[config.mk]
export PLATFORM = sky130hd
export DESIGN_NAME = led_string_frame_serializer
export DESIGN_NICKNAME = d
export VERILOG_FILES = /design/src/rtl/core/ledser_pkg.sv /design/src/rtl/core/ledser_store.sv /design/src/rtl/core/ledser_frame.sv /design/src/rtl/core/led_string_frame_serializer.sv
export SDC_FILE = /design/constraint.sdc
export NUM_CORES = 1
export LEC_CHECK = 0
export ABC_AREA = 1
export BUFFER_PORTS_ARGS = -buffer_cell sky130_fd_sc_hd__buf_2
export CORE_ASPECT_RATIO = 1.75
export CORE_MARGIN = 1.5
export CORE_UTILIZATION = 45
export CTS_BUF_LIST = sky130_fd_sc_hd__clkbuf_16
export CTS_CLUSTER_DIAMETER = 120
export CTS_CLUSTER_SIZE = 20
export DETAILED_ROUTE_END_ITERATION = 7
export PLACE_DENSITY_LB_ADDON = 0.05
export SYNTH_ARGS = -nofsm -noshare
export SYNTH_HDL_FRONTEND = slang
export SYNTH_SLANG_ARGS = --single-unit
[constraint.sdc]
create_clock -name clock -period 2.3 [get_ports clock]
set_clock_uncertainty 0.15 [all_clocks]
set_input_delay 0.46 -clock clock [delete_from_list [all_inputs] [get_ports clock]]
set_output_delay 0.46 -clock clock [all_outputs]
set_load 0.01 [all_outputs]
[src/rtl/core/ledser_pkg.sv]
// Shared types, opcodes and constants of the LED string frame serializer.
package ledser_pkg;

   localparam int LED_COUNT_DEF = 8;
   localparam int WORD_W        = 32;
   localparam int BRIGHT_W      = 5;
   localparam int BYTE_W        = 8;
   localparam int OP_W          = 3;

   localparam logic [OP_W-1:0] OP_CLEAR  = 3'd0;
   localparam logic [OP_W-1:0] OP_COLOR  = 3'd1;
   localparam logic [OP_W-1:0] OP_BRIGHT = 3'd2;
   localparam logic [OP_W-1:0] OP_RAW    = 3'd3;
   localparam logic [OP_W-1:0] OP_SHOW   = 3'd4;

   localparam logic [BYTE_W-1:0]   HEADER_MARK  = 8'hE0;
   localparam logic [BYTE_W-1:0]   END_BYTE     = 8'hFF;
   localparam logic [BRIGHT_W-1:0] RESET_BRIGHT = 5'd7;

   // Request tdata layout, lowest bit first.
   localparam int REQ_TDATA_W = 80;
   localparam int OFS_OP      = 0;
   localparam int OFS_INDEX   = 3;
   localparam int OFS_RED     = 11;
   localparam int OFS_GREEN   = 19;
   localparam int OFS_BLUE    = 27;
   localparam int OFS_BRIGHT  = 35;
   localparam int OFS_RAW     = 43;

   // One edit of the pixel store, index already checked against the LED count.
   typedef struct packed {
      logic                valid;
      logic [OP_W-1:0]     op;
      logic [BYTE_W-1:0]   red;
      logic [BYTE_W-1:0]   green;
      logic [BYTE_W-1:0]   blue;
      logic [BRIGHT_W-1:0] bright;
      logic [WORD_W-1:0]   raw;
   } edit_type;

endpackage

[src/rtl/core/ledser_store.sv]
// Per-LED word store with one shared address for edits and frame reads.
module ledser_store import ledser_pkg::*; #(
   parameter int LED_COUNT = LED_COUNT_DEF,
   localparam int AddrW = (LED_COUNT > 1) ? $clog2(LED_COUNT) : 1
) (
   input  logic                clock,
   input  logic                reset,
   input  edit_type            edit,
   input  logic [BRIGHT_W-1:0] clear_bright,
   input  logic [AddrW-1:0]    addr,
   output logic [WORD_W-1:0]   word
);

   logic [WORD_W-1:0] words_ff [LED_COUNT];
   logic [WORD_W-1:0] words_in [LED_COUNT];

   assign word = words_ff[addr];

   always_comb begin
      words_in = words_ff;
      if (edit.valid) begin
         case (edit.op)
            OP_CLEAR: begin
               for (int i = 0; i < LED_COUNT; i++) begin
                  words_in[i] = {{(WORD_W-BRIGHT_W){1'b0}}, clear_bright};
               end
            end
            OP_COLOR: begin
               words_in[addr] = {edit.red, edit.green, edit.blue, 3'b000,
                                 word[BRIGHT_W-1:0]};
            end
            OP_BRIGHT: begin
               words_in[addr] = {word[WORD_W-1:BYTE_W], 3'b000, edit.bright};
            end
            OP_RAW: begin
               words_in[addr] = edit.raw;
            end
            default: begin
               words_in = words_ff;
            end
         endcase
      end
   end

   always_ff @(posedge clock) begin
      if (reset) begin
         for (int i = 0; i < LED_COUNT; i++) begin
            words_ff[i] <= {{(WORD_W-BRIGHT_W){1'b0}}, RESET_BRIGHT};
         end
      end else begin
         words_ff <= words_in;
      end
   end

endmodule

[src/rtl/core/ledser_frame.sv]
// Frame sequencer: 24-bit shift register that drops a byte per shift, and registered output stage.
module ledser_frame import ledser_pkg::*; #(
   parameter int LED_COUNT = LED_COUNT_DEF,
   localparam int AddrW = (LED_COUNT > 1) ? $clog2(LED_COUNT) : 1
) (
   input  logic               clock,
   input  logic               reset,
   input  logic               start,
   output logic               busy,
   output logic [AddrW-1:0]   rd_addr,
   input  logic [WORD_W-1:0]  rd_word,
   output logic               rsp_tvalid,
   input  logic               rsp_tready,
   output logic [BYTE_W-1:0]  rsp_byte,
   output logic               rsp_last
);

   localparam logic [1:0] PH_IDLE = 2'd0;
   localparam logic [1:0] PH_HEAD = 2'd1;
   localparam logic [1:0] PH_PIX  = 2'd2;
   localparam logic [1:0] PH_TAIL = 2'd3;
   localparam logic [AddrW-1:0] LAST_LED = AddrW'(LED_COUNT - 1);
   localparam int SR_W = WORD_W - BYTE_W;

   logic [1:0]        phase_ff, phase_in;
   logic [1:0]        cnt_ff, cnt_in;
   logic [AddrW-1:0]  led_ff, led_in;
   logic [SR_W-1:0]   sr_ff, sr_in;
   logic              out_valid_ff, out_valid_in;
   logic [BYTE_W-1:0] out_byte_ff, byte_in;
   logic              out_last_ff, last_in;
   logic              emit;

   assign busy       = (phase_ff != PH_IDLE);
   assign rd_addr    = led_ff;
   assign rsp_tvalid = out_valid_ff;
   assign rsp_byte   = out_byte_ff;
   assign rsp_last   = out_last_ff;
   assign emit       = busy && (!out_valid_ff || rsp_tready);

   always_comb begin
      phase_in = phase_ff;
      cnt_in   = cnt_ff;
      led_in   = led_ff;
      sr_in    = sr_ff;
      byte_in  = '0;
      last_in  = 1'b0;
      case (phase_ff)
         PH_IDLE: begin
            if (start) begin
               phase_in = PH_HEAD;
               cnt_in   = '0;
            end
         end
         PH_HEAD: begin
            if (emit) begin
               cnt_in = cnt_ff + 2'd1;
               if (cnt_ff == 2'd3) begin
                  phase_in = PH_PIX;
                  led_in   = '0;
               end
            end
         end
         PH_PIX: begin
            if (cnt_ff == 2'd0) begin
               byte_in = HEADER_MARK | {3'b000, rd_word[BRIGHT_W-1:0]};
            end else begin
               byte_in = sr_ff[BYTE_W-1:0];
            end
            if (emit) begin
               cnt_in = cnt_ff + 2'd1;
               // Load on the header byte, then drop one byte per transfer.
               if (cnt_ff == 2'd0) begin
                  sr_in = rd_word[WORD_W-1:BYTE_W];
               end else begin
                  sr_in = {{BYTE_W{1'b0}}, sr_ff[SR_W-1:BYTE_W]};
               end
               if (cnt_ff == 2'd3) begin
                  if (led_ff == LAST_LED) begin
                     phase_in = PH_TAIL;
                  end else begin
                     led_in = led_ff + AddrW'(1);
                  end
               end
            end
         end
         PH_TAIL: begin
            byte_in = END_BYTE;
            last_in = 1'b1;
            if (emit) begin
               phase_in = PH_IDLE;
            end
         end
         default: begin
            phase_in = PH_IDLE;
         end
      endcase
   end

   always_comb begin
      if (emit) begin
         out_valid_in = 1'b1;
      end else if (rsp_tready) begin
         out_valid_in = 1'b0;
      end else begin
         out_valid_in = out_valid_ff;
      end
   end

   always_ff @(posedge clock) begin
      if (reset) begin
         phase_ff     <= PH_IDLE;
         cnt_ff       <= '0;
         led_ff       <= '0;
         out_valid_ff <= 1'b0;
      end else begin
         phase_ff     <= phase_in;
         cnt_ff       <= cnt_in;
         led_ff       <= led_in;
         out_valid_ff <= out_valid_in;
      end
   end

   always_ff @(posedge clock) begin
      sr_ff <= sr_in;
      if (emit) begin
         out_byte_ff <= byte_in;
         out_last_ff <= last_in;
      end
   end

   a_last_is_end: assert property (@(posedge clock) disable iff (reset)
      out_valid_ff && out_last_ff |-> out_byte_ff == END_BYTE)
      else $error("frame end flag on a byte other than the closing byte");

   a_start_idle: assert property (@(posedge clock) disable iff (reset)
      start |-> phase_ff == PH_IDLE)
      else $error("show request taken while a frame is in progress");

   a_tail_done: assert property (@(posedge clock) disable iff (reset)
      emit && phase_ff == PH_TAIL |=> phase_ff == PH_IDLE && out_valid_ff && out_last_ff)
      else $error("closing byte did not end the frame");

   a_led_range: assert property (@(posedge clock) disable iff (reset)
      phase_ff == PH_PIX |-> led_ff <= LAST_LED)
      else $error("LED counter beyond the string length");

endmodule

[src/rtl/core/led_string_frame_serializer.sv]
// Top level of the LED string frame serializer: request decode, config register, store, frame.
// Edits (clear, set color, set brightness, set raw) are written to the store; a new request
// is taken in the cycle after the edit transfer. Show: the request sets the frame phase
// register, and the first byte turns valid from the output register; the byte shift register
// then gives one byte per cycle while rsp_tready is high, 4*LED_COUNT+5 bytes.
// A new request is taken once the closing byte sits in the output register.
// Reset: every LED word to brightness 7 and black, clear brightness to 7, output empty.
module led_string_frame_serializer import ledser_pkg::*; #(
   parameter int LED_COUNT = LED_COUNT_DEF
) (
   input  logic                   clock,
   input  logic                   reset,
   // request stream
   input  logic                   req_tvalid,
   output logic                   req_tready,
   // opcode[2:0], led_index[10:3], red[18:11], green[26:19], blue[34:27],
   // brightness[39:35] (42:40 unused), raw_word[74:43], zero fill[79:75]
   input  logic [REQ_TDATA_W-1:0] req_tdata,
   // response stream
   output logic                   rsp_tvalid,
   input  logic                   rsp_tready,
   // frame_byte[7:0]
   output logic [BYTE_W-1:0]      rsp_tdata,
   output logic                   rsp_tlast,
   // clear brightness register
   input  logic                   csr_wr_en,
   input  logic [BRIGHT_W-1:0]    csr_wr_data
);

   localparam int AddrW = (LED_COUNT > 1) ? $clog2(LED_COUNT) : 1;

   logic [BRIGHT_W-1:0] clear_bright_ff;
   logic                req_xfer;
   logic [OP_W-1:0]     req_op;
   logic [BYTE_W-1:0]   req_index;
   logic                index_ok;
   logic                busy;
   logic                show_start;
   logic [AddrW-1:0]    frame_addr;
   logic [AddrW-1:0]    store_addr;
   logic [WORD_W-1:0]   store_word;
   edit_type            edit;

   // Take requests only while no frame is being generated.
   assign req_tready = !busy;
   assign req_xfer   = req_tvalid && req_tready;
   assign req_op     = req_tdata[OFS_OP +: OP_W];
   assign req_index  = req_tdata[OFS_INDEX +: BYTE_W];
   assign index_ok   = (req_index < BYTE_W'(LED_COUNT));
   assign show_start = req_xfer && (req_op == OP_SHOW);

   // Clear ignores the index; per-LED edits drop out-of-range indexes.
   always_comb begin
      edit.valid  = req_xfer && ((req_op == OP_CLEAR) ||
                    (index_ok && (req_op == OP_COLOR || req_op == OP_BRIGHT ||
                                  req_op == OP_RAW)));
      edit.op     = req_op;
      edit.red    = req_tdata[OFS_RED +: BYTE_W];
      edit.green  = req_tdata[OFS_GREEN +: BYTE_W];
      edit.blue   = req_tdata[OFS_BLUE +: BYTE_W];
      edit.bright = req_tdata[OFS_BRIGHT +: BRIGHT_W];
      edit.raw    = req_tdata[OFS_RAW +: WORD_W];
   end

   // One store address: the frame walker owns it while busy, the request otherwise.
   assign store_addr = busy ? frame_addr : req_index[AddrW-1:0];

   always_ff @(posedge clock) begin
      if (reset) begin
         clear_bright_ff <= RESET_BRIGHT;
      end else if (csr_wr_en) begin
         clear_bright_ff <= csr_wr_data;
      end
   end

   ledser_store #(
      .LED_COUNT (LED_COUNT)
   ) u_store (
      .clock        (clock),
      .reset        (reset),
      .edit         (edit),
      .clear_bright (clear_bright_ff),
      .addr         (store_addr),
      .word         (store_word)
   );

   ledser_frame #(
      .LED_COUNT (LED_COUNT)
   ) u_frame (
      .clock      (clock),
      .reset      (reset),
      .start      (show_start),
      .busy       (busy),
      .rd_addr    (frame_addr),
      .rd_word    (store_word),
      .rsp_tvalid (rsp_tvalid),
      .rsp_tready (rsp_tready),
      .rsp_byte   (rsp_tdata),
      .rsp_last   (rsp_tlast)
   );

endmodule
* Word-level counts from Yosys, hierarchy flattened
Index checks and enable logic that the tools add are counted.
** Storage, ports and cells
- Input port bits :: 90
- Output and inout port bits :: 11
- Register bits :: 302
** Operators by class
- Reductions and logical operators :: 26
- Add/sub/neg operators :: 2
- Mux-type cells :: 33
- Bitwise logic cells :: 1
- Equal/unequal tests :: 18
- $lt $le $gt $ge :: 3
** Operator list (number)
- $pmux 256 s4 :: 1
- $bwmux 256 :: 3
- $bmux 32 s3 :: 1
- $demux 32 s3 :: 1
- $mux 32 :: 3
- $mux 2 :: 9
- $mux 3 :: 6
- $mux 16 :: 1
- $pmux 8 s2 :: 1
- $ne 2x1->1 const B :: 7
- $lt 8x4->1 const B :: 1
- $mux 8 :: 1
- $pmux 2 s4 :: 1
- $reduce_bool 2->1 :: 4
- $reduce_and 7->1 :: 1
- $eq 2x2->1 const B :: 3
- $eq 3x2->1 const B :: 2
- $eq 3x3->1 const B :: 2
- $logic_and 1x1->1 :: 6
- $pmux 3 s2 :: 1
- $reduce_and 6->1 :: 1
- $ge 4x4->1 const B :: 1
- $logic_not 2->1 :: 2
- $logic_or 1x1->1 :: 4
- other kinds (15) :: 20

* Depth between registers and ports, before layout
- Depth in word-level cells :: 9
- Depth in mapped cells :: 15
- Gate-level depth less buffers :: 14

* Cells and area by module
From an unflattened synthesis, not the netlist that was laid out.
** Second synthesis, totals
- Cell total of the unflattened synthesis :: 3719
- Area, all modules :: 21648.3 sq um
** Modules (own cells, without submodules)
- ledser_store :: instances 1, sequential area each 5124.9 sq um, area each 19438.6 sq um, cells each 3466
- ledser_frame :: instances 1, sequential area each 1151.1 sq um, area each 1951.9 sq um, cells each 212
- led_string_frame_serializer :: instances 1, sequential area each 100.1 sq um, area each 257.7 sq um, cells each 41

* Least setup slack after synthesis
No wires, ideal clock.
- Path type :: register to register
- Start :: register u_frame.phase_ff[0]
- End :: register u_frame.sr_ff[0], enable pin
- Buffers on the path :: 1
- Data required time :: 1745 ps
- Path slack :: -276 ps
- Arrival time :: 2021 ps
- Stages on the path, launching flop included :: 6
- Setup time :: 405 ps
- Path through :: dfxtp_1 inv_1 ha_1 clkbuf_1 inv_1 nor2_1
** Between the ends
- Word-level cells in the longest chain between the ends :: 3
** Ends and longest elaborated chain
- start: declaration :: line ledser_frame.sv:25 : logic [1:0] phase_ff, phase_in;
- start signal: assignment :: line ledser_frame.sv:117 : phase_ff <= phase_in;
- $reduce_bool 2->1 :: line ledser_frame.sv:34 : assign busy = (phase_ff != PH_IDLE);
- $logic_and 1x1->1 :: line ledser_frame.sv:39 : assign emit = busy && (!out_valid_ff || rsp_tready);
- $reduce_and 2->1 (no source line) (*)
- end signal: assignment :: line ledser_frame.sv:125 : sr_ff <= sr_in;
- end: declaration :: line ledser_frame.sv:28 : logic [SR_W-1:0] sr_ff, sr_in;
Mark *: on every way between the ends. The rest lies on a longest branch, timed or not.
A chain may end at the register's enable or synchronous reset.

* Worst setup path after layout
- Start :: register u_frame.phase_ff[0]
- End :: register u_frame.out_byte_ff[0] (netlist: u_frame.rsp_byte[0]), data pin
** Between the ends
- Word-level cells in the longest chain between the ends :: 8
** Ends and longest elaborated chain
- $reduce_bool 2->1 :: line ledser_frame.sv:34
- $mux 3 :: line led_string_frame_serializer.sv:66 : assign store_addr = busy ? frame_addr : req_index[AddrW-1:0];
- $not 3->4 (implied by the code) :: line ledser_store.sv:17 : assign word = words_ff[addr];
- $bmux 32 s3 :: line ledser_store.sv:17
- $mux 32 (implied by the code) (2 in a row) :: line ledser_store.sv:17
- $mux 8 :: line ledser_frame.sv:65 : if (cnt_ff == 2'd0) begin
- $pmux 8 s2 (*) :: line ledser_frame.sv:48 : case (phase_ff)
- named net u_frame.byte_in[0] :: line ledser_frame.sv:30 : logic [BYTE_W-1:0] out_byte_ff, byte_in;
- end signal: assignment :: line ledser_frame.sv:127 : out_byte_ff <= byte_in;
- end: declaration :: line ledser_frame.sv:30
The timed path passes the listed nets; every way through them passes the cells marked *. The select of a mux whose other input is x is not followed.

==> impl_metrics.ini <==
[worst_setup_path]
crit_family = simple AND/OR/NAND/NOR gates
slowest_delay_ns = 0.33
crit_path_end_kind = flip-flop
cp.buffers_inverters = 5
cpMaxStageDelayCell = dfxtp_2
cp.arrival_ns = 2.54
path_max_fanout = 8
cp.required_ns = 2.55
path_class = flip-flop to flip-flop
critPathLaunchType = flip-flop
cp_cell_sequence = inv_2, ha_4, inv_4, nand2_2, nand2_4, buf_4, buf_4, buf_4, o211ai_1, nand4_1, nand2_1, nand2_1, nand2_1

[die]
start_util = 0.457
coreArea_sq_um = 45200
dieArea_sq_um = 47300
placementRows = 103
die_y_um = 286
die_x_um = 165
ios = 101

[finish]
nNetsFinal = 3860
areaGrowthSynthToFinish_pct = 17.1
fillers = 4578
final_util = 0.535
drive_gt1_frac = 0.106
fin_area_sq_um = 24200
ff_latch_area_sq_um = 5900
multi_input_area_sq_um = 12500

[drt]
drt-vias-per-instance = 5.87
vias = 25518
routed_wl_um = 86300
drc = 0
antenna_left = 0
post_drt_wl_per_cell_um = 19.8
dr.pass1.iters = 7
drt_iter0_drc = 2807

[pwr]
power_switching_w = 0.0103
leakage_nw = 11.1
clkPwrFrac = 0.154
power_w = 0.0217
p_per_area_nw_per_um2 = 897
p_seq_frac = 0.269
p_sw_frac = 0.473
combPwrFrac = 0.577
cell_internal_pwr_w = 0.0114
peakVddDrop_v = 0.000594

[sta]
max-slew-margin-rel = 0.651
tightest_slew_ns = 0.523
hold_viol_final = 0
rsz0062_at_grt = true
finalSetupViolCount = 0
period_needed_ns = 2.30
fmax_mhz = 436
fin_crit_sh = 0.998
finalMaxSlewViolations = 0

[clocking]
clk_pin_slew_ns = 0.08
clock_sinks = 278
numCtsBuffers = 17
htreeDepth = 1
root_buffer = clkbuf_16
cts_tree = built
clk_latency_ns = 0.56
cts_max_path_buffers = 3

[job]
cap_violations = 0

[global_route]
grt_max_degree = 89
track_usage = 0.341
overflow = 0
antenna_found_initial = 6
first_global_vias = 23198
grt_pass1_wl_um = 127000

[yosys]
yosysSeqAreaShare = 0.285
synth_cells = 3681
async_reset_ff_frac = 0
synth_warnings = 0
synth_area_sq_um = 20700
ys.flop_type = dfxtp_1
syn_area_per_cell_sq_um = 5.61
synth_edf_count = 33
ys_ff_latch = 278
synth.net_count = 3780
ys_types = 29

[min_path]
hold_class = primary input to flip-flop

[placed_design]
gp_congestion = 0.868
placed_cell_area_sq_um = 22900
port_buffers = 89
place_hpwl_um = 53800

[outcome]
status = complete, no violations
power groups by stage:
stage / clock (W) / sequential, W / combinational [W]
finish: 0.00333 / 0.00584 / 0.0125
global route: 0.00351 / 0.00588 / 0.0134
CTS: 0.00336 / 0.00582 / 0.0112
detailed placement: 0 / 0.00593 / 0.0109
global placement: 0 / 0.00591 / 0.0107
floorplan: 0 / 0.00589 / 0.00641
metrics by stage:
stage	instances	hold slack, ns	TNS [ns]	setup WS [ns]
after floorplan	3681	0.279	0	0.0762
after global placement	4283	0.292	-11.53	-0.202
after detailed placement	4283	0.302	-19.54	-0.222
after CTS	4314	0.00198	-0.00721	-0.00721
after global routing	4349	0.000967	-0.776	-0.0505
final	4350	0.00896	0	0.00400
per-layer routing:
layer,track usage,routed length (um)
met1,0.423,33700
met2,0.578,41600
met3,0.0441,7010
met4,0.161,4070
met5,0,0
worst paths after layout:
path / to / slack (ns) / depth (start not counted) / start
hold reg to reg: clear_bright_ff[1] / 0.32 / 2 / clear_bright_ff[1]
setup / recovery: u_frame.rsp_byte[0] / 0.004 / 13 / u_frame.phase_ff[0]
hold / removal: clear_bright_ff[0] / 0.009 / 3 / csr_wr_data[0]
setup reg to reg: u_frame.rsp_byte[0] / 0.004 / 13 / u_frame.phase_ff[0]
synthesized netlist by cell type (3+ instances only):
library cell  instances  area, sq um
a21oi_1              63          315
inv_1               311         1170
nand2_1            1174         4410
inv_2                10         37.5
buf_2               123          616
nand3_2               3         30.0
nor2_1              496         1860
nand2_4               4         45.0
nand3_4               3         52.6
nand4_1              36          225
o211ai_1              7         52.6
nand3_1             724         3620
clkbuf_1             81          304
buf_1                29          109
ha_1                  9          113
a211oi_1              5         37.5
o21ai_0             258         1290
buf_4                16          120
edfxtp_1             33          991
buf_6                 6         67.6
nor2_2                3         18.8
nand2_2               5         31.3
dfxtp_1             245         4900
o22ai_1              32          200
worst reg2reg max path, cell delays in order (launching register included):
cell and delay (ns):
dfxtp_2 0.33, inv_2 0.07, ha_4 0.20, inv_4 0.07, nand2_2 0.07, nand2_4 0.09
buf_4 0.16, buf_4 0.14, buf_4 0.15, o211ai_1 0.24, nand4_1 0.26, nand2_1 0.12
nand2_1 0.05, nand2_1 0.05
cell type report:
class	instances	share of cell area
diodes	3	0.000310
well taps	577	0.0298
repair buffers	316	0.137
clock inverters	11	0.00191
multi-input cells	2826	0.518
inverters	322	0.0520
clock buffers	17	0.0176
flip-flops and latches	278	0.244
cell usage in the layout (no fill, tap or decap), drive strengths merged:
cell type    instances
clkbuf              31
nand3              730
edfxtp              33
ha                   9
nor2               499
o22ai               32
dlygate4sd3          2
o2111ai              1
o211ai               7
buf                300
clkinv               5
a21oi               63
inv                328
nor3                 2
nand4               36
diode                3
a211oi               5
dfxtp              245
o21ai              259
nand2             1183
sequential cells by signal (all words and copies together), names as in the netlist:
name / flops
u_frame.rsp_tvalid: 1
u_frame.rsp_last: 1
clear_bright_ff: 5
u_frame.rd_addr: 3
u_frame.sr_ff: 24
u_frame.cnt_ff: 2
u_store.words_ff: 232
u_frame.phase_ff: 2
u_frame.rsp_byte: 8
kinds of logic (layout without fill, tap and decap cells):
kind of cell               count (synthesis)  count (layout)  share of synthesized area
AOI/OAI and AO/OA                        367             367                     0.0925
adders and majority gates                  9               9                    0.00545
buffers and inverters                    577             666                      0.117
DFF                                      278             278                      0.285
other                                      0               3                          0
and+or+nand+nor                         2450            2450                      0.499
what timing repair did:
| item | in CTS | in global routing |
|---|---|---|
| pin swaps | 4 | 20 |
| buffers inserted | 0 | 18 |
| hold buffers | 2 | 0 |
| endpoints found under the hold margin | 2 | 0 |
| cloned | 1 | 15 |
| gates resized for setup | 14 | 64 |
| setup endpoints to repair | 225 | 185 |
No activity file was read; power rests on OpenSTA's default activity.
